`src/hw/rtl/scdi_pkg.sv`:
```
// Shared constants, status codes and the detection result type for the de-interleaver.
`default_nettype none
package scdi_pkg;

  localparam int WORD_W            = 32;
  localparam int BLOCK_WORDS_DEF   = 16;
  localparam int STORE_DEPTH_DEF   = 32;
  localparam int MAX_PAIRS         = 8;
  // detection always settles by word 17, so the word index never passes 18
  localparam int MAX_DETECT_WORDS  = 18;
  localparam int SEEN_W            = 5;
  localparam int START_W           = 4;
  localparam int STATUS_W          = 2;
  localparam int COUNTER_WRAP_STEP = 15;
  localparam int LAST_CHECK_DIST   = 16;

  localparam int CFG_IDX_W  = 2;
  localparam int CFG_DATA_W = 4;

  localparam logic [CFG_IDX_W-1:0] REG_AUTO_DETECT  = 2'd0;
  localparam logic [CFG_IDX_W-1:0] REG_COUNTER_LANE = 2'd1;
  localparam logic [CFG_IDX_W-1:0] REG_START_OFFSET = 2'd2;

  localparam logic [STATUS_W-1:0] STAT_OK       = 2'd0;
  localparam logic [STATUS_W-1:0] STAT_NO_LANE  = 2'd1;
  localparam logic [STATUS_W-1:0] STAT_NO_START = 2'd2;
  localparam logic [STATUS_W-1:0] STAT_SHORT    = 2'd3;

  typedef struct packed {
    logic                decided;
    logic                failed;
    logic [STATUS_W-1:0] status;
    logic                lane;
    logic [START_W-1:0]  start;
  } det_t;

endpackage
`default_nettype wire

```
`src/hw/rtl/scdi_ifs.sv`:
```
// Valid/ready channel interfaces: capture words in, pairs out, register writes.
`default_nettype none
interface scdi_stream_if;
  logic                         valid;
  logic                         ready;
  logic [scdi_pkg::WORD_W-1:0]  stream_word;
  logic                         end_of_capture;

  modport source (output valid, output stream_word, output end_of_capture, input ready);
  modport sink   (input valid, input stream_word, input end_of_capture, output ready);
endinterface

interface scdi_result_if;
  logic                          valid;
  logic                          ready;
  logic [scdi_pkg::WORD_W-1:0]   counter_word;
  logic [scdi_pkg::WORD_W-1:0]   sample_word;
  logic                          jump_flag;
  logic                          block_end;
  logic [scdi_pkg::STATUS_W-1:0] status;

  modport source (output valid, output counter_word, output sample_word, output jump_flag,
                  output block_end, output status, input ready);
  modport sink   (input valid, input counter_word, input sample_word, input jump_flag,
                  input block_end, input status, output ready);
endinterface

interface scdi_cfg_if;
  logic                            valid;
  logic                            ready;
  logic [scdi_pkg::CFG_IDX_W-1:0]  index;
  logic [scdi_pkg::CFG_DATA_W-1:0] data;

  modport source (output valid, output index, output data, input ready);
  modport sink   (input valid, input index, input data, output ready);
endinterface
`default_nettype wire

```
`src/hw/rtl/scdi_store.sv`:
```
// Capture word store: one write port, two registered read ports.
`default_nettype none
module scdi_store #(
  parameter int DEPTH = scdi_pkg::STORE_DEPTH_DEF
) (
  input  logic                         clk,
  input  logic                         we,
  input  logic [$clog2(DEPTH)-1:0]     waddr,
  input  logic [scdi_pkg::WORD_W-1:0]  wdata,
  input  logic                         re,
  input  logic [$clog2(DEPTH)-1:0]     raddr_a,
  input  logic [$clog2(DEPTH)-1:0]     raddr_b,
  output logic [scdi_pkg::WORD_W-1:0]  rdata_a,
  output logic [scdi_pkg::WORD_W-1:0]  rdata_b
);
  import scdi_pkg::*;

  logic [WORD_W-1:0] mem [DEPTH];

  always_ff @(posedge clk) begin
    if (we) begin
      mem[waddr] <= wdata;
    end
  end

  always_ff @(posedge clk) begin
    if (re) begin
      rdata_a <= mem[raddr_a];
      rdata_b <= mem[raddr_b];
    end
  end

endmodule
`default_nettype wire

```
`src/hw/rtl/scdi_detect.sv`:
```
// Counter lane and sub-packet start detection over the first capture words.
`default_nettype none
module scdi_detect (
  input  logic                          clk,
  input  logic                          rst,
  input  logic                          step,
  input  logic                          clear,
  input  logic [scdi_pkg::WORD_W-1:0]   word,
  input  logic [scdi_pkg::SEEN_W-1:0]   k,
  input  logic                          auto_detect,
  input  logic                          counter_lane,
  input  logic [scdi_pkg::START_W-1:0]  start_offset,
  output scdi_pkg::det_t                det
);
  import scdi_pkg::*;

  logic [WORD_W-1:0]  hist0;
  logic [WORD_W-1:0]  hist1;
  logic               eq_a;
  logic               eq_b;
  logic               lane_ok;
  logic               lane_sel;
  logic [1:0]         brk_found;
  logic [START_W-1:0] brk_start0;
  logic [START_W-1:0] brk_start1;

  logic               gen_eq;
  logic               wrap_eq;
  logic               par;
  logic [SEEN_W-1:0]  brk_pos;
  logic               hit;
  logic               lane0c;
  logic               lane1c;
  logic               lane_ok_c;
  logic               lane_c;
  logic               recorded;
  logic [START_W-1:0] rec_start;
  logic               exhausted;

  // hist1 holds word k-2; every break test compares it with the current word
  assign gen_eq  = (hist1 == word + WORD_W'(1));
  assign wrap_eq = (word == hist1 + WORD_W'(COUNTER_WRAP_STEP));
  assign par     = k[0];
  assign brk_pos = k - SEEN_W'(par);
  assign hit     = (k >= SEEN_W'(2)) && (brk_pos <= SEEN_W'(LAST_CHECK_DIST)) && !gen_eq;

  // lane 0 test uses words 0 and 2, captured when word 2 came in
  assign lane0c    = eq_a | eq_b;
  assign lane1c    = gen_eq | wrap_eq;
  assign lane_ok_c = (k == SEEN_W'(3)) ? (lane0c | lane1c) : lane_ok;
  assign lane_c    = (k == SEEN_W'(3)) ? !lane0c : lane_sel;
  assign recorded  = lane_c ? brk_found[1] : brk_found[0];
  assign rec_start = lane_c ? brk_start1 : brk_start0;
  assign exhausted = k >= SEEN_W'(LAST_CHECK_DIST) + SEEN_W'(lane_c);

  always_comb begin
    det = '0;
    if (auto_detect) begin
      if (k >= SEEN_W'(3)) begin
        if (!lane_ok_c) begin
          det.failed = 1'b1;
          det.status = STAT_NO_LANE;
        end else if (recorded || (hit && (par == lane_c))) begin
          det.decided = 1'b1;
          det.lane    = lane_c;
          det.start   = recorded ? rec_start : brk_pos[START_W-1:0];
        end else if (exhausted) begin
          det.failed = 1'b1;
          det.status = STAT_NO_START;
        end
      end
    end else if (k >= SEEN_W'(start_offset)) begin
      det.decided = 1'b1;
      det.lane    = counter_lane;
      det.start   = start_offset;
    end
  end

  always_ff @(posedge clk) begin
    if (step) begin
      hist1 <= hist0;
      hist0 <= word;
    end
  end

  // both lanes are tracked, keeping the first break found on each, since the lane is only known at word 3
  always_ff @(posedge clk) begin
    if (rst || clear) begin
      eq_a      <= 1'b0;
      eq_b      <= 1'b0;
      lane_ok   <= 1'b0;
      lane_sel  <= 1'b0;
      brk_found <= 2'b00;
    end else if (step) begin
      if (k == SEEN_W'(2)) begin
        eq_a <= gen_eq;
        eq_b <= wrap_eq;
      end
      if (k == SEEN_W'(3)) begin
        lane_ok  <= lane0c | lane1c;
        lane_sel <= !lane0c;
      end
      if (hit && !par && !brk_found[0]) begin
        brk_found[0] <= 1'b1;
        brk_start0   <= brk_pos[START_W-1:0];
      end
      if (hit && par && !brk_found[1]) begin
        brk_found[1] <= 1'b1;
        brk_start1   <= brk_pos[START_W-1:0];
      end
    end
  end

endmodule
`default_nettype wire

```
`src/hw/rtl/subpacket_counter_deinterleaver_unit.sv`:
```
// Top level: capture control, block sequencing from the word store, result register.
//
//  channel  role   handshake    word carries
//  stream   sink   valid/ready  stream_word, end_of_capture
//  result   source valid/ready  counter_word, sample_word, jump_flag, block_end, status
//  cfg      sink   valid/ready  index, data (ready tied high)
//
// One capture word per cycle while stream.ready is high. A word that completes a block
// holds stream.ready low while S_EMIT_RD issues the first read, then S_EMIT_LD takes one
// pair per cycle from the dual-read word store, longer while result.ready is low. An error
// result holds it low in S_RESULT. Synchronous reset; the store is not cleared and needs no sweep.
`default_nettype none
module subpacket_counter_deinterleaver_unit #(
  parameter int BLOCK_WORDS = scdi_pkg::BLOCK_WORDS_DEF,
  parameter int STORE_DEPTH = scdi_pkg::STORE_DEPTH_DEF
) (
  input  logic          clk,
  input  logic          rst,
  scdi_stream_if.sink   stream,
  scdi_result_if.source result,
  scdi_cfg_if.sink      cfg
);
  import scdi_pkg::*;

  localparam int ADDR_W    = $clog2(STORE_DEPTH);
  localparam int PAIRS     = (BLOCK_WORDS / 2 > MAX_PAIRS) ? MAX_PAIRS : BLOCK_WORDS / 2;
  localparam int PAIR_W    = $clog2(PAIRS);
  localparam int FILL_MAX  = (BLOCK_WORDS > MAX_DETECT_WORDS) ? BLOCK_WORDS : MAX_DETECT_WORDS;
  localparam int FILL_W    = $clog2(FILL_MAX + 1);
  localparam int OFF_C     = (BLOCK_WORDS - 2) % STORE_DEPTH;
  localparam int BASE_STEP = BLOCK_WORDS % STORE_DEPTH;

  localparam logic [1:0] S_IDLE    = 2'd0;
  localparam logic [1:0] S_EMIT_RD = 2'd1;
  localparam logic [1:0] S_EMIT_LD = 2'd2;
  localparam logic [1:0] S_RESULT  = 2'd3;

  localparam logic [1:0] PH_DETECT = 2'd0;
  localparam logic [1:0] PH_RUN    = 2'd1;
  localparam logic [1:0] PH_FAIL   = 2'd2;

  function automatic logic [ADDR_W-1:0] wrap_sum(input logic [ADDR_W:0] s);
    logic [ADDR_W:0] t;
    t = (s >= (ADDR_W+1)'(STORE_DEPTH)) ? s - (ADDR_W+1)'(STORE_DEPTH) : s;
    return t[ADDR_W-1:0];
  endfunction

  function automatic logic [ADDR_W-1:0] step_back(input logic [ADDR_W-1:0] p);
    return (p < ADDR_W'(2)) ? p + ADDR_W'(STORE_DEPTH - 2) : p - ADDR_W'(2);
  endfunction

  // configuration registers
  logic                 auto_detect;
  logic                 counter_lane;
  logic [START_W-1:0]   start_offset;

  // control and capture state
  logic [1:0]           state;
  logic [1:0]           phase;
  logic [SEEN_W-1:0]    words_seen;
  logic                 found_lane;
  logic [START_W-1:0]   found_start;
  logic [FILL_W-1:0]    block_fill;
  logic [WORD_W-1:0]    previous_counter;
  logic                 have_previous;
  logic [ADDR_W-1:0]    wr_ptr;
  logic [ADDR_W-1:0]    blk_base;
  logic [ADDR_W-1:0]    cptr;
  logic [ADDR_W-1:0]    sptr;
  logic [PAIR_W-1:0]    pair_idx;
  logic                 clear_pending;
  logic [STATUS_W-1:0]  res_code;
  logic                 out_valid;

  logic                 in_acc;
  logic                 last;
  logic [SEEN_W-1:0]    k_next;
  det_t                 det;
  logic [FILL_W-1:0]    det_fill;
  logic [FILL_W-1:0]    run_fill;
  logic [FILL_W-1:0]    fill_base;
  logic [FILL_W-1:0]    fill_after;
  logic                 emit_now;
  logic                 fail_now;
  logic                 short_now;
  logic [1:0]           phase_after;
  logic                 slot_free;
  logic                 last_pair;
  logic                 cap_clear;

  logic                 we;
  logic [ADDR_W-1:0]    waddr;
  logic                 re;
  logic [ADDR_W-1:0]    raddr_c;
  logic [ADDR_W-1:0]    raddr_s;
  logic [ADDR_W-1:0]    init_c;
  logic [ADDR_W-1:0]    init_s;
  logic [WORD_W-1:0]    rdata_c;
  logic [WORD_W-1:0]    rdata_s;

  assign stream.ready = (state == S_IDLE);
  assign cfg.ready    = 1'b1;
  assign result.valid = out_valid;

  assign in_acc    = stream.valid && stream.ready;
  assign last      = stream.end_of_capture;
  assign k_next    = words_seen + SEEN_W'(1);
  assign slot_free = !out_valid || result.ready;
  assign last_pair = (pair_idx == PAIR_W'(PAIRS - 1));

  scdi_detect u_detect (
    .clk          (clk),
    .rst          (rst),
    .step         (in_acc && (phase == PH_DETECT)),
    .clear        (cap_clear),
    .word         (stream.stream_word),
    .k            (words_seen),
    .auto_detect  (auto_detect),
    .counter_lane (counter_lane),
    .start_offset (start_offset),
    .det          (det)
  );

  always_comb begin
    det_fill  = FILL_W'(k_next) - FILL_W'(det.start);
    run_fill  = block_fill + FILL_W'(1);
    fill_base = (phase == PH_DETECT) ? det_fill : run_fill;
    emit_now  = ((phase == PH_DETECT) && det.decided && (det_fill >= FILL_W'(BLOCK_WORDS))) ||
                ((phase == PH_RUN) && (run_fill >= FILL_W'(BLOCK_WORDS)));
    fill_after = emit_now ? fill_base - FILL_W'(BLOCK_WORDS) : fill_base;
    fail_now   = (phase == PH_DETECT) && det.failed;
    case (phase)
      PH_DETECT: phase_after = det.decided ? PH_RUN : (det.failed ? PH_FAIL : PH_DETECT);
      PH_RUN:    phase_after = PH_RUN;
      default:   phase_after = PH_FAIL;
    endcase
    short_now = last && !emit_now && !fail_now &&
                ((phase_after == PH_DETECT) || ((phase_after == PH_RUN) && !have_previous));
    cap_clear = ((state == S_IDLE) && in_acc && last && !emit_now) ||
                ((state == S_EMIT_LD) && slot_free && last_pair && clear_pending);
  end

  // store access: capture words go in as accepted unless detection failed; block pairs come out newest first
  assign we     = in_acc && (phase != PH_FAIL);
  assign waddr  = (phase == PH_DETECT) ? ADDR_W'(words_seen) : wr_ptr;
  assign init_c = wrap_sum({1'b0, blk_base} + (ADDR_W+1)'(OFF_C) + (ADDR_W+1)'(found_lane));
  assign init_s = wrap_sum({1'b0, blk_base} + (ADDR_W+1)'(OFF_C) + (ADDR_W+1)'(!found_lane));

  always_comb begin
    re      = 1'b0;
    raddr_c = cptr;
    raddr_s = sptr;
    case (state)
      S_EMIT_RD: begin
        re      = 1'b1;
        raddr_c = init_c;
        raddr_s = init_s;
      end
      S_EMIT_LD: begin
        re = slot_free && !last_pair;
      end
      default: begin
        re = 1'b0;
      end
    endcase
  end

  scdi_store #(
    .DEPTH (STORE_DEPTH)
  ) u_store (
    .clk     (clk),
    .we      (we),
    .waddr   (waddr),
    .wdata   (stream.stream_word),
    .re      (re),
    .raddr_a (raddr_c),
    .raddr_b (raddr_s),
    .rdata_a (rdata_c),
    .rdata_b (rdata_s)
  );

  always_ff @(posedge clk) begin
    if (rst) begin
      auto_detect      <= 1'b1;
      counter_lane     <= 1'b0;
      start_offset     <= '0;
      state            <= S_IDLE;
      phase            <= PH_DETECT;
      words_seen       <= '0;
      found_lane       <= 1'b0;
      found_start      <= '0;
      block_fill       <= '0;
      previous_counter <= '0;
      have_previous    <= 1'b0;
      wr_ptr           <= '0;
      blk_base         <= '0;
      pair_idx         <= '0;
      clear_pending    <= 1'b0;
      out_valid        <= 1'b0;
    end else begin
      if (cfg.valid && cfg.ready) begin
        case (cfg.index)
          REG_AUTO_DETECT:  auto_detect  <= cfg.data[0];
          REG_COUNTER_LANE: counter_lane <= cfg.data[0];
          REG_START_OFFSET: start_offset <= cfg.data[START_W-1:0];
          default: ;
        endcase
      end

      if (result.ready) begin
        out_valid <= 1'b0;
      end

      case (state)
        S_IDLE: begin
          if (in_acc) begin
            phase <= phase_after;
            if (phase == PH_DETECT) begin
              words_seen <= k_next;
              if (det.decided) begin
                found_lane  <= det.lane;
                found_start <= det.start;
                blk_base    <= ADDR_W'(det.start);
                wr_ptr      <= ADDR_W'(k_next);
                block_fill  <= fill_after;
              end
            end else if (phase == PH_RUN) begin
              wr_ptr     <= (wr_ptr == ADDR_W'(STORE_DEPTH - 1)) ? '0 : wr_ptr + ADDR_W'(1);
              block_fill <= fill_after;
            end
            if (emit_now) begin
              state         <= S_EMIT_RD;
              pair_idx      <= '0;
              clear_pending <= last;
            end else if (fail_now || short_now) begin
              state    <= S_RESULT;
              res_code <= fail_now ? det.status : STAT_SHORT;
            end
          end
        end
        S_EMIT_RD: begin
          cptr     <= step_back(init_c);
          sptr     <= step_back(init_s);
          blk_base <= wrap_sum({1'b0, blk_base} + (ADDR_W+1)'(BASE_STEP));
          state    <= S_EMIT_LD;
        end
        S_EMIT_LD: begin
          if (slot_free) begin
            out_valid           <= 1'b1;
            result.counter_word <= rdata_c;
            result.sample_word  <= rdata_s;
            result.jump_flag    <= have_previous && (rdata_c != previous_counter + WORD_W'(1));
            result.block_end    <= last_pair;
            result.status       <= STAT_OK;
            previous_counter    <= rdata_c;
            have_previous       <= 1'b1;
            if (last_pair) begin
              state         <= S_IDLE;
              clear_pending <= 1'b0;
            end else begin
              pair_idx <= pair_idx + PAIR_W'(1);
              cptr     <= step_back(cptr);
              sptr     <= step_back(sptr);
            end
          end
        end
        S_RESULT: begin
          if (slot_free) begin
            out_valid           <= 1'b1;
            result.counter_word <= '0;
            result.sample_word  <= '0;
            result.jump_flag    <= 1'b0;
            result.block_end    <= 1'b0;
            result.status       <= res_code;
            state               <= S_IDLE;
          end
        end
        default: begin
          state <= S_IDLE;
        end
      endcase

      // end of capture: back to a fresh capture, registers untouched
      if (cap_clear) begin
        phase            <= PH_DETECT;
        words_seen       <= '0;
        found_lane       <= 1'b0;
        found_start      <= '0;
        block_fill       <= '0;
        previous_counter <= '0;
        have_previous    <= 1'b0;
        wr_ptr           <= '0;
        blk_base         <= '0;
      end
    end
  end

endmodule
`default_nettype wire

```
`src/flat_wrapper.sv`:
```
// flat-port wrapper written by rule: the top's interface ports become plain ports
module subpacket_counter_deinterleaver_unit_flat import scdi_pkg::*;
#(
  parameter int BLOCK_WORDS = scdi_pkg::BLOCK_WORDS_DEF,
  parameter int STORE_DEPTH = scdi_pkg::STORE_DEPTH_DEF
)
  (clk, rst, stream_valid, stream_stream_word, stream_end_of_capture, stream_ready, result_valid, result_counter_word, result_sample_word, result_jump_flag, result_block_end, result_status, result_ready, cfg_valid, cfg_index, cfg_data, cfg_ready);
  scdi_stream_if stream_i ();
  scdi_result_if result_i ();
  scdi_cfg_if cfg_i ();
  input  logic clk;
  input  logic rst;
  input wire logic [$bits(stream_i.valid)-1:0] stream_valid;
  input wire logic [$bits(stream_i.stream_word)-1:0] stream_stream_word;
  input wire logic [$bits(stream_i.end_of_capture)-1:0] stream_end_of_capture;
  output wire logic [$bits(stream_i.ready)-1:0] stream_ready;
  output wire logic [$bits(result_i.valid)-1:0] result_valid;
  output wire logic [$bits(result_i.counter_word)-1:0] result_counter_word;
  output wire logic [$bits(result_i.sample_word)-1:0] result_sample_word;
  output wire logic [$bits(result_i.jump_flag)-1:0] result_jump_flag;
  output wire logic [$bits(result_i.block_end)-1:0] result_block_end;
  output wire logic [$bits(result_i.status)-1:0] result_status;
  input wire logic [$bits(result_i.ready)-1:0] result_ready;
  input wire logic [$bits(cfg_i.valid)-1:0] cfg_valid;
  input wire logic [$bits(cfg_i.index)-1:0] cfg_index;
  input wire logic [$bits(cfg_i.data)-1:0] cfg_data;
  output wire logic [$bits(cfg_i.ready)-1:0] cfg_ready;
  assign stream_i.valid = stream_valid;
  assign stream_i.stream_word = stream_stream_word;
  assign stream_i.end_of_capture = stream_end_of_capture;
  assign stream_ready = stream_i.ready;
  assign result_valid = result_i.valid;
  assign result_counter_word = result_i.counter_word;
  assign result_sample_word = result_i.sample_word;
  assign result_jump_flag = result_i.jump_flag;
  assign result_block_end = result_i.block_end;
  assign result_status = result_i.status;
  assign result_i.ready = result_ready;
  assign cfg_i.valid = cfg_valid;
  assign cfg_i.index = cfg_index;
  assign cfg_i.data = cfg_data;
  assign cfg_ready = cfg_i.ready;
  subpacket_counter_deinterleaver_unit #(.BLOCK_WORDS(BLOCK_WORDS), .STORE_DEPTH(STORE_DEPTH)) u_core (.clk(clk), .rst(rst), .stream(stream_i), .result(result_i), .cfg(cfg_i));
endmodule
```
`config.mk`:
```
export PLATFORM = sky130hd
export DESIGN_NAME = subpacket_counter_deinterleaver_unit_flat
export DESIGN_NICKNAME = d
export VERILOG_FILES = /design/src/hw/rtl/scdi_pkg.sv /design/src/hw/rtl/scdi_ifs.sv /design/src/hw/rtl/scdi_store.sv /design/src/hw/rtl/scdi_detect.sv /design/src/hw/rtl/subpacket_counter_deinterleaver_unit.sv /design/src/flat_wrapper.sv
export SDC_FILE = /design/constraint.sdc
export NUM_CORES = 2
export LEC_CHECK = 0
export BUFFER_PORTS_ARGS = -buffer_cell sky130_fd_sc_hd__buf_2
export CAP_MARGIN = 20
export CORE_MARGIN = 3
export CORE_UTILIZATION = 57
export CTS_CLUSTER_DIAMETER = 80
export CTS_CLUSTER_SIZE = 40
export DETAILED_ROUTE_END_ITERATION = 10
export GPL_ROUTABILITY_DRIVEN = 0
export PLACE_DENSITY = 0.76
export SLEW_MARGIN = 20
export SYNTH_ARGS = -nofsm -noshare
export SYNTH_HDL_FRONTEND = slang
export SYNTH_SLANG_ARGS = --single-unit
```
`constraint.sdc`:
```
create_clock -name clk -period 6.2 [get_ports clk]
set_clock_uncertainty 0.05 [all_clocks]
set_input_delay 1.24 -clock clk [delete_from_list [all_inputs] [get_ports clk]]
set_output_delay 1.24 -clock clk [all_outputs]
set_load 0.01 [all_outputs]
```
## After elaboration in Yosys (flattened, before gate mapping)

Memories as Yosys holds them, arrays and structs flattened. A register that Yosys moved wholly into a read port is not among the register bits.
Cells that the tools add are included.
W data, S select, Z words.

| word-level totals | value |
|---|---|
| bits in registers | 227 |
| RAM bits | 1024 |
| bits of input ports | 44 |
| output and inout bits | 71 |
| word-level logic and storage cells | 266 |
| memories | 1 |

| cells by class | value |
|---|---|
| add/subtract/negate cells | 26 |
| $lt $le $gt $ge | 14 |
| equal/unequal tests | 26 |
| multiplexer cells | 85 |
| bitwise operators | 6 |
| reduce and logical (&&, ||, !) cells | 75 |

Memory list:

| memory | depth | bits a word | rd ports | clocked after Yosys merged registers in | wr ports | line | text |
|---|---|---|---|---|---|---|---|
| u_core.u_store.mem | 32 | 32 | 2 | 2 | 1 | scdi_store.sv:18 | `logic [WORD_W-1:0] mem [DEPTH];` |

Operators by type and width:

| cell | count |
|---|---|
| $mux W5 | 30 |
| $pmux W32 S2 | 2 |
| $mux W32 | 3 |
| $add A32 B1 Y32 const B | 2 |
| $eq A32 B32 Y1 | 2 |
| $add A32 B4 Y32 const B | 1 |
| $ne A32 B32 Y1 | 1 |
| $pmux W5 S2 | 3 |
| $logic_and A1 B1 Y1 | 26 |
| $mux W3 | 8 |
| $add A5 B5 Y5 const B | 4 |
| $lt A5 B2 Y1 const B | 4 |
| $reduce_and A4 Y1 | 5 |
| $reduce_and A5 Y1 | 4 |
| $sub A5 B2 Y5 const B | 4 |
| $mux W1 | 19 |
| $ge A6 B6 Y1 const B | 3 |
| $mux W2 | 9 |
| $reduce_and A2 Y1 | 8 |
| $add A5 B1 Y5 const B | 3 |
| $sub A5 B1 Y5 const B | 3 |
| $add A6 B1 Y6 | 2 |
| $ne A2 B2 Y1 const B | 6 |
| $logic_not A1 Y1 | 11 |
| other kinds (33) | 69 |

## Longest topological paths before layout

| depth | value |
|---|---|
| depth in word-level cells | 23 |
| gate-level depth with buffers | 24 |

## Cells and area by module

From an unflattened synthesis, not the netlist that was laid out.

| unflattened totals | value |
|---|---|
| cells, all modules | 4748 |
| area, all modules | 63504.7 µm² |

Modules (own cells, without submodules):

| module | times used | cells each | area an instance (µm²) | sequential area each (µm²) |
|---|---|---|---|---|
| scdi_store | 1 | 3450 | 50681.1 | 32671.3 |
| subpacket_counter_deinterleaver_unit | 1 | 811 | 7910.1 | 3783.6 |
| scdi_detect | 1 | 487 | 4913.5 | 2222.1 |

## Least setup slack after synthesis

OpenSTA, ideal clock, no wires.

| timing | value |
|---|---|
| path kind | in2reg |
| start point | in stream_stream_word[2] |
| end point | reg u_core.u_detect.brk_start0[1] (enable) |
| arrival | 5.659 ns |
| data required time | 5.779 ns |
| path slack | 0.120 ns |
| stages | 21 |
| cell sequence | buf_2 nand4_1 nor4_1 nand2_1 mux2_2 o211ai_1 a2111oi_4 a21oi_1 o21ba_2 a21oi_1 nor2_1 fa_1 nor2b_1 o21ai_0 nand2b_1 xnor2_1 nor2_1 inv_1 o31ai_4 o21ai_4 nor4_1 |

| on the way | value |
|---|---|
| longest elaborated chain between the ends | 20 |

RTL lines:

| what | line | text |
|---|---|---|
| from (decl) | flat_wrapper.sv:14 | `input wire logic [$bits(stream_i.stream_word)-1:0] stream_stream_word;` |
| $add A32 B1 Y32 | scdi_detect.sv:41 | `assign gen_eq = (hist1 == word + WORD_W'(1));` |
| $eq A32 B32 Y1 | scdi_detect.sv:41 |  |
| $logic_not A1 Y1 | scdi_detect.sv:45 | `assign hit = (k >= SEEN_W'(2)) && (brk_pos <= SEEN_W'(LAST_CHECK_DIST)) && !gen_eq;` |
| $logic_and A1 B1 Y1 | scdi_detect.sv:45 |  |
| $logic_and A1 B1 Y1 | scdi_detect.sv:63 | `end else if (recorded \|\| (hit && (par == lane_c))) begin` |
| $logic_or A1 B1 Y1 | scdi_detect.sv:63 |  |
| $mux W5 | scdi_detect.sv:63 |  |
| $mux W5 | scdi_detect.sv:60 | `if (!lane_ok_c) begin` |
| [4 not listed] | n/a |  |
| $logic_and A1 B1 Y1 | subpacket_counter_deinterleaver_unit.sv:128 | `emit_now = ((phase == PH_DETECT) && det.decided && (det_fill >= FILL_W'(BLOCK_WORDS))) \|\|` |
| $logic_or A1 B1 Y1 | subpacket_counter_deinterleaver_unit.sv:128 |  |
| $logic_not A1 Y1 | subpacket_counter_deinterleaver_unit.sv:139 | `cap_clear = ((state == S_IDLE) && in_acc && last && !emit_now) \|\|` |
| $logic_and A1 B1 Y1 | subpacket_counter_deinterleaver_unit.sv:139 |  |
| $logic_or A1 B1 Y1 | subpacket_counter_deinterleaver_unit.sv:139 |  |
| $logic_or A1 B1 Y1 | scdi_detect.sv:88 | `if (rst \|\| clear) begin` |
| $not A1 Y1 (no line) | n/a |  |
| $reduce_and A3 Y1 (no line) * | n/a |  |
| to (signal assigned) | scdi_detect.sv:105 | `brk_start0 <= brk_pos[START_W-1:0];` |
| to (decl) | scdi_detect.sv:24 | `logic [START_W-1:0] brk_start0;` |

Mark *: on every way between the ends. The rest lies on a longest branch, timed or not.
A chain may end at the register's enable or synchronous reset.

## Final worst setup path

| timing | value |
|---|---|
| start point | in stream_stream_word[1] |
| end point | reg u_core.res_code[0] (enable) |

| on the way | value |
|---|---|
| longest elaborated chain between the ends | 20 |

RTL lines:

| what | line | text |
|---|---|---|
| $add A32 B1 Y32 | scdi_detect.sv:41 |  |
| $eq A32 B32 Y1 | scdi_detect.sv:41 |  |
| $logic_not A1 Y1 | scdi_detect.sv:45 |  |
| $logic_and A1 B1 Y1 | scdi_detect.sv:45 |  |
| $logic_and A1 B1 Y1 | scdi_detect.sv:63 |  |
| $logic_or A1 B1 Y1 | scdi_detect.sv:63 |  |
| $mux W5 | scdi_detect.sv:63 |  |
| $mux W5 | scdi_detect.sv:60 |  |
| [2 not listed] | n/a |  |
| $sub A5 B4 Y5 | subpacket_counter_deinterleaver_unit.sv:125 | `det_fill = FILL_W'(k_next) - FILL_W'(det.start);` |
| $ge A5 B5 Y1 | subpacket_counter_deinterleaver_unit.sv:128 |  |
| $logic_and A1 B1 Y1 | subpacket_counter_deinterleaver_unit.sv:128 |  |
| $logic_or A1 B1 Y1 | subpacket_counter_deinterleaver_unit.sv:128 |  |
| $logic_not A1 Y1 | subpacket_counter_deinterleaver_unit.sv:137 | `short_now = last && !emit_now && !fail_now &&` |
| $logic_and A1 B1 Y1 (3 in a row) | subpacket_counter_deinterleaver_unit.sv:137 |  |
| $logic_or A1 B1 Y1 | subpacket_counter_deinterleaver_unit.sv:235 | `end else if (fail_now \|\| short_now) begin` |
| $reduce_and A5 Y1 (no line) * | n/a |  |
| to (signal assigned) | subpacket_counter_deinterleaver_unit.sv:237 | `res_code <= fail_now ? det.status : STAT_SHORT;` |
| to (decl) | subpacket_counter_deinterleaver_unit.sv:72 | `logic [STATUS_W-1:0] res_code;` |

Marked as above.

==> metrics.md <==
| Metric | Value |
|---|---|
| Final period util | about 96% |
| Core Footprint | 108000 um^2 |
| CTS root buf | clkbuf_16 |
| Most common cell after layout, fill and taps aside | edfxtp_1 |
| Crit-path max cell delay | 0.49 ns |
| Hold_buf cts | 0 |
| Max Cap Violations | 0 |
| Maximum clock frequency | ~0.17 GHz |
| Clock transition at path regs | between 0.1 and 0.15 ns |
| Clock sink count | 1313 |
| Synth Area per Inst | 15.0 um^2 |
| Hold path depth | 0 |
| Design Area, Final | 67700 um^2 |
| WHS Endpoint | u_core.u_detect.hist1[24] |
| CP Class | in -> reg |
| PostCTS Resize Cnt | 0 |
| Run status | finished clean |
| Iter 0 DRT Violations | 6572 |
| Tmin final | 5.94 ns |
| Worst Hold Launch | u_core.u_detect.hist0[24] |
| Crit Path Max Fanout | 6 |
| Critical R2R Capture | u_core.u_detect.brk_start1[1] |
| DP HPWL | approximately 110000 um |
| Number of global-route vias before repair | between 30000 and 40000 |
| YS warnings | 0 |
| Share of cells above drive strength 1 | between 20% and 30% |
| Post-Synthesis Cells | 4157 |
| Row count | 120 |
| Actual slew at the worst max-slew pin | 1.22 ns |
| CTS Buf Count | 51 |
| DP Area | 65700 um^2 |
| R2r worst-path depth | 24 |
| Ys flop type | edfxtp_1 |
| Most frequent cells in the layout | edfxtp_1, nand2_1, mux4_2 |
| Most numerous cell on the critical path | a21oi_1 |
| Largest net degree at the start of global routing | 90 |
| Drt pass-1 iters | 8 |
| LEAKAGE | approximately 22 nW |
| CTS max path bufs | 3 |
| Via density | 7.12 |
| Final Max Slew Viols | 0 |
| Area Overhead vs Synth | 8.81% |
| # IOs | 115 |
| Final setup fails | 0 |
| Die X | 336 um |
| Antenna violations before repair | 14 |
| Seq cells post-synth | 1313 |
| Die H | 336 um |
| Worst setup margin | roughly 0.26 ns |
| FILL cells | 7548 |
| Syn_nets | 4235 |
| CP Data Required Time | about 6.6 ns |
| EDFF count, synth | 1238 |
| Pre-CTS WS | -0.302 ns |
| Hold Fails Final Rpt | 0 |
| Worst min path class | reg -> reg |
| CTS tree | yes |
| Total gr overflow | 0 |
| Final WL | 179000 um |
| R2R setup slack | 0.41 ns |
| Worst-path cell chain | buf_2, ha_1, and4_1, and4_1, nand2_1, xor2_1, or4_4, a2111oi_4, buf_12, a21oi_1, o21ba_2, a21oi_1, nor2_1, fa_1, nor2b_1, o21ai_0, nand2b_1, xnor2_1, nor2_1, a21oi_1, o31ai_4, buf_4, nor4_1, buf_4 |
| VDD IR max | 0.000403 V |
| Worst path slowest cell | a2111oi_4 |
| CP delay by family, top | simple AND/OR/NAND/NOR gates |
| GRT Util Overall | 31.7% |
| First-pass GRT wire length | 260000 um |
| Sequential share of the synthesized area | 62.2% |
| Async SR Flop Fraction | 0% |
| R2r startpoint | u_core.u_detect.hist1[0] |
| Final hold slack | between 0.3 and 0.4 ns |
| DR vias | 40600 |
| Area of the mapped netlist | between 60000 and 70000 um^2 |
| Critical Path Source Type | input port |
| Number of distinct library cells after synthesis | 80 |
| Die Area | 113000 um^2 |
| Remaining DRCs | 0 |
| Worst skew pair latency | 0.72 ns |
| Routed length per instance | 31.4 um |
| Power per cell area | 412 nW/um^2 |
| Final nets | 4333 |
| Type of destination of the critical path | register |
| Post CTS Setup Buffer Count | 0 |
| Slew headroom | 18.5% |
| RSZ-0062 raised after global routing | false |
| Starting density of the core | 57.8% |
| Antenna Nets Post-Route | 0 |
| Bufs and invs on worst path | 4 |
| Port Buffer Count | 113 |
| Worst Path Arrival | roughly 6.3 ns |
| H-tree levels | 2 |
==> state kept, by name (all words and copies together) (netlist names), 32 cells and up <==
register                    flops
u_core.u_store.mem           1024
u_core.previous_counter        32
u_core.result.counter_word     32
u_core.result.sample_word      32
u_core.u_detect.hist0          32
u_core.u_detect.hist1          32
u_core.u_store.rdata_a         32
u_core.u_store.rdata_b         32
==> final cells by class <==
type / count / area, um^2 / share of cell area (%)
flip-flops and latches: 1313 / 38700 / 57.1
inverters: 45 / 170 / 0.251
clock inverters: 35 / 603 / 0.891
multi-input cells: 2531 / 22700 / 33.6
clock buffers: 55 / 1330 / 1.97
diodes: 4 / 10.0 / 0.0148
well taps: 1403 / 1760 / 2.59
repair buffers: 313 / 2390 / 3.54
==> worst reg2reg max path: stages (launching register included) <==
cell and delay (ns):
edfxtp_1 0.48, inv_1 0.07, ha_1 0.32, nor3b_1 0.22
nor4_1 0.69, nand2_1 0.12, o311ai_0 0.42, a31oi_1 0.07
a31oi_1 0.18, nand4_1 0.18, buf_4 0.25, a31o_1 0.27
nor2_1 0.17, o21ai_0 0.12, ha_1 0.29, nor2b_1 0.14
o21ai_0 0.16, nand2b_1 0.10, xnor2_1 0.13, nor2_1 0.18
inv_1 0.10, o31ai_4 0.24, o21ai_4 0.13, nor4_1 0.25
buf_4 0.17
==> Yosys cell counts (4+ instances only) <==
| library cell | count | area, um^2 |
|---|---|---|
| or3_1 | 9 | 56.3 |
| nor3_1 | 27 | 135 |
| o21ai_0 | 109 | 546 |
| a211oi_1 | 8 | 60.1 |
| a21oi_1 | 96 | 480 |
| xnor2_1 | 65 | 569 |
| nand3b_1 | 9 | 67.6 |
| o211ai_1 | 9 | 67.6 |
| edfxtp_1 | 1238 | 37200 |
| o31ai_1 | 8 | 60.1 |
| a211o_1 | 6 | 52.6 |
| nor3b_1 | 13 | 97.6 |
| nor2b_1 | 75 | 469 |
| o21a_1 | 4 | 30.0 |
| a311oi_1 | 5 | 43.8 |
| and3_1 | 14 | 87.6 |
| nand2b_1 | 22 | 138 |
| ha_1 | 33 | 413 |
| xor2_1 | 67 | 587 |
| o22ai_1 | 9 | 56.3 |
| mux2i_1 | 27 | 270 |
| nor2_1 | 124 | 465 |
| clkbuf_1 | 189 | 709 |
| nand4_1 | 35 | 219 |
| a31oi_1 | 17 | 106 |
| o2111ai_1 | 5 | 43.8 |
| buf_1 | 64 | 240 |
| nand2_1 | 734 | 2760 |
| a21o_1 | 6 | 45.0 |
| mux4_2 | 512 | 11500 |
| and4_1 | 12 | 105 |
| mux2_2 | 6 | 67.6 |
| dfxtp_1 | 75 | 1500 |
| buf_2 | 10 | 50.1 |
| and2_1 | 6 | 37.5 |
| o311ai_0 | 4 | 35.0 |
| nand3_1 | 372 | 1860 |
| inv_1 | 45 | 169 |
| nor4_1 | 17 | 106 |
==> report_power, final <==
part	total [W]	switching (W)	internal, W
registers	0.0112	0.000530	0.0107
logic	0.0119	0.00717	0.00474
clock network	0.00478	0.00301	0.00177
total	0.0279	0.0107	0.0172
==> per-stage QoR <==
step,std cells,TNS (ns),utilization (%),total power [W]
after global placement,5603,-6.18,61.0,0.0229
final,5699,0,62.9,0.0279
after detailed placement,5605,-13.49,61.1,0.0231
after global routing,5696,0,62.9,0.0289
after CTS,5695,0,62.9,0.0277
after floorplan,4157,0,-,0.0190
==> cells by family (layout without fill, tap and decap cells) <==
logic type,Yosys count,in the layout,synth area share [%]
AOI/OAI and AO/OA,329,329,3.32
xor gates and xnor gates,132,132,1.86
adders and majority gates,34,34,0.696
buffers and inverters,313,448,1.95
DFF,1313,1313,62.2
muxes,545,545,19.1
other,1,5,0.00603
and+or+nand+nor,1490,1490,10.9
==> layer usage <==
layer,up-vias,part of all wire (%),GRT usage [%]
li1,16400,-,-
met1,20400,35,44.3
met2,3179,46,48.4
met3,563,14,7.65
met4,6,5.1,13.4
met5,-,0.022,0
==> worst max path at each step <==
stage | from | end | slack (ns) | cells after the start
2_1_floorplan | stream_stream_word[2] | u_core.u_detect.brk_start0[1] | 0.12 | 21
4_1_cts | stream_stream_word[0] | u_core.res_code[0] | 0.43 | 24
3_5_place_dp | stream_stream_word[0] | u_core.res_code[0] | -0.30 | 24
3_3_place_gp | stream_stream_word[1] | u_core.res_code[0] | -0.22 | 25
5_1_grt | stream_stream_word[1] | u_core.res_code[0] | 0.13 | 24
6_report | stream_stream_word[1] | u_core.res_code[0] | 0.26 | 24
Power figures use the tool's default switching activity.
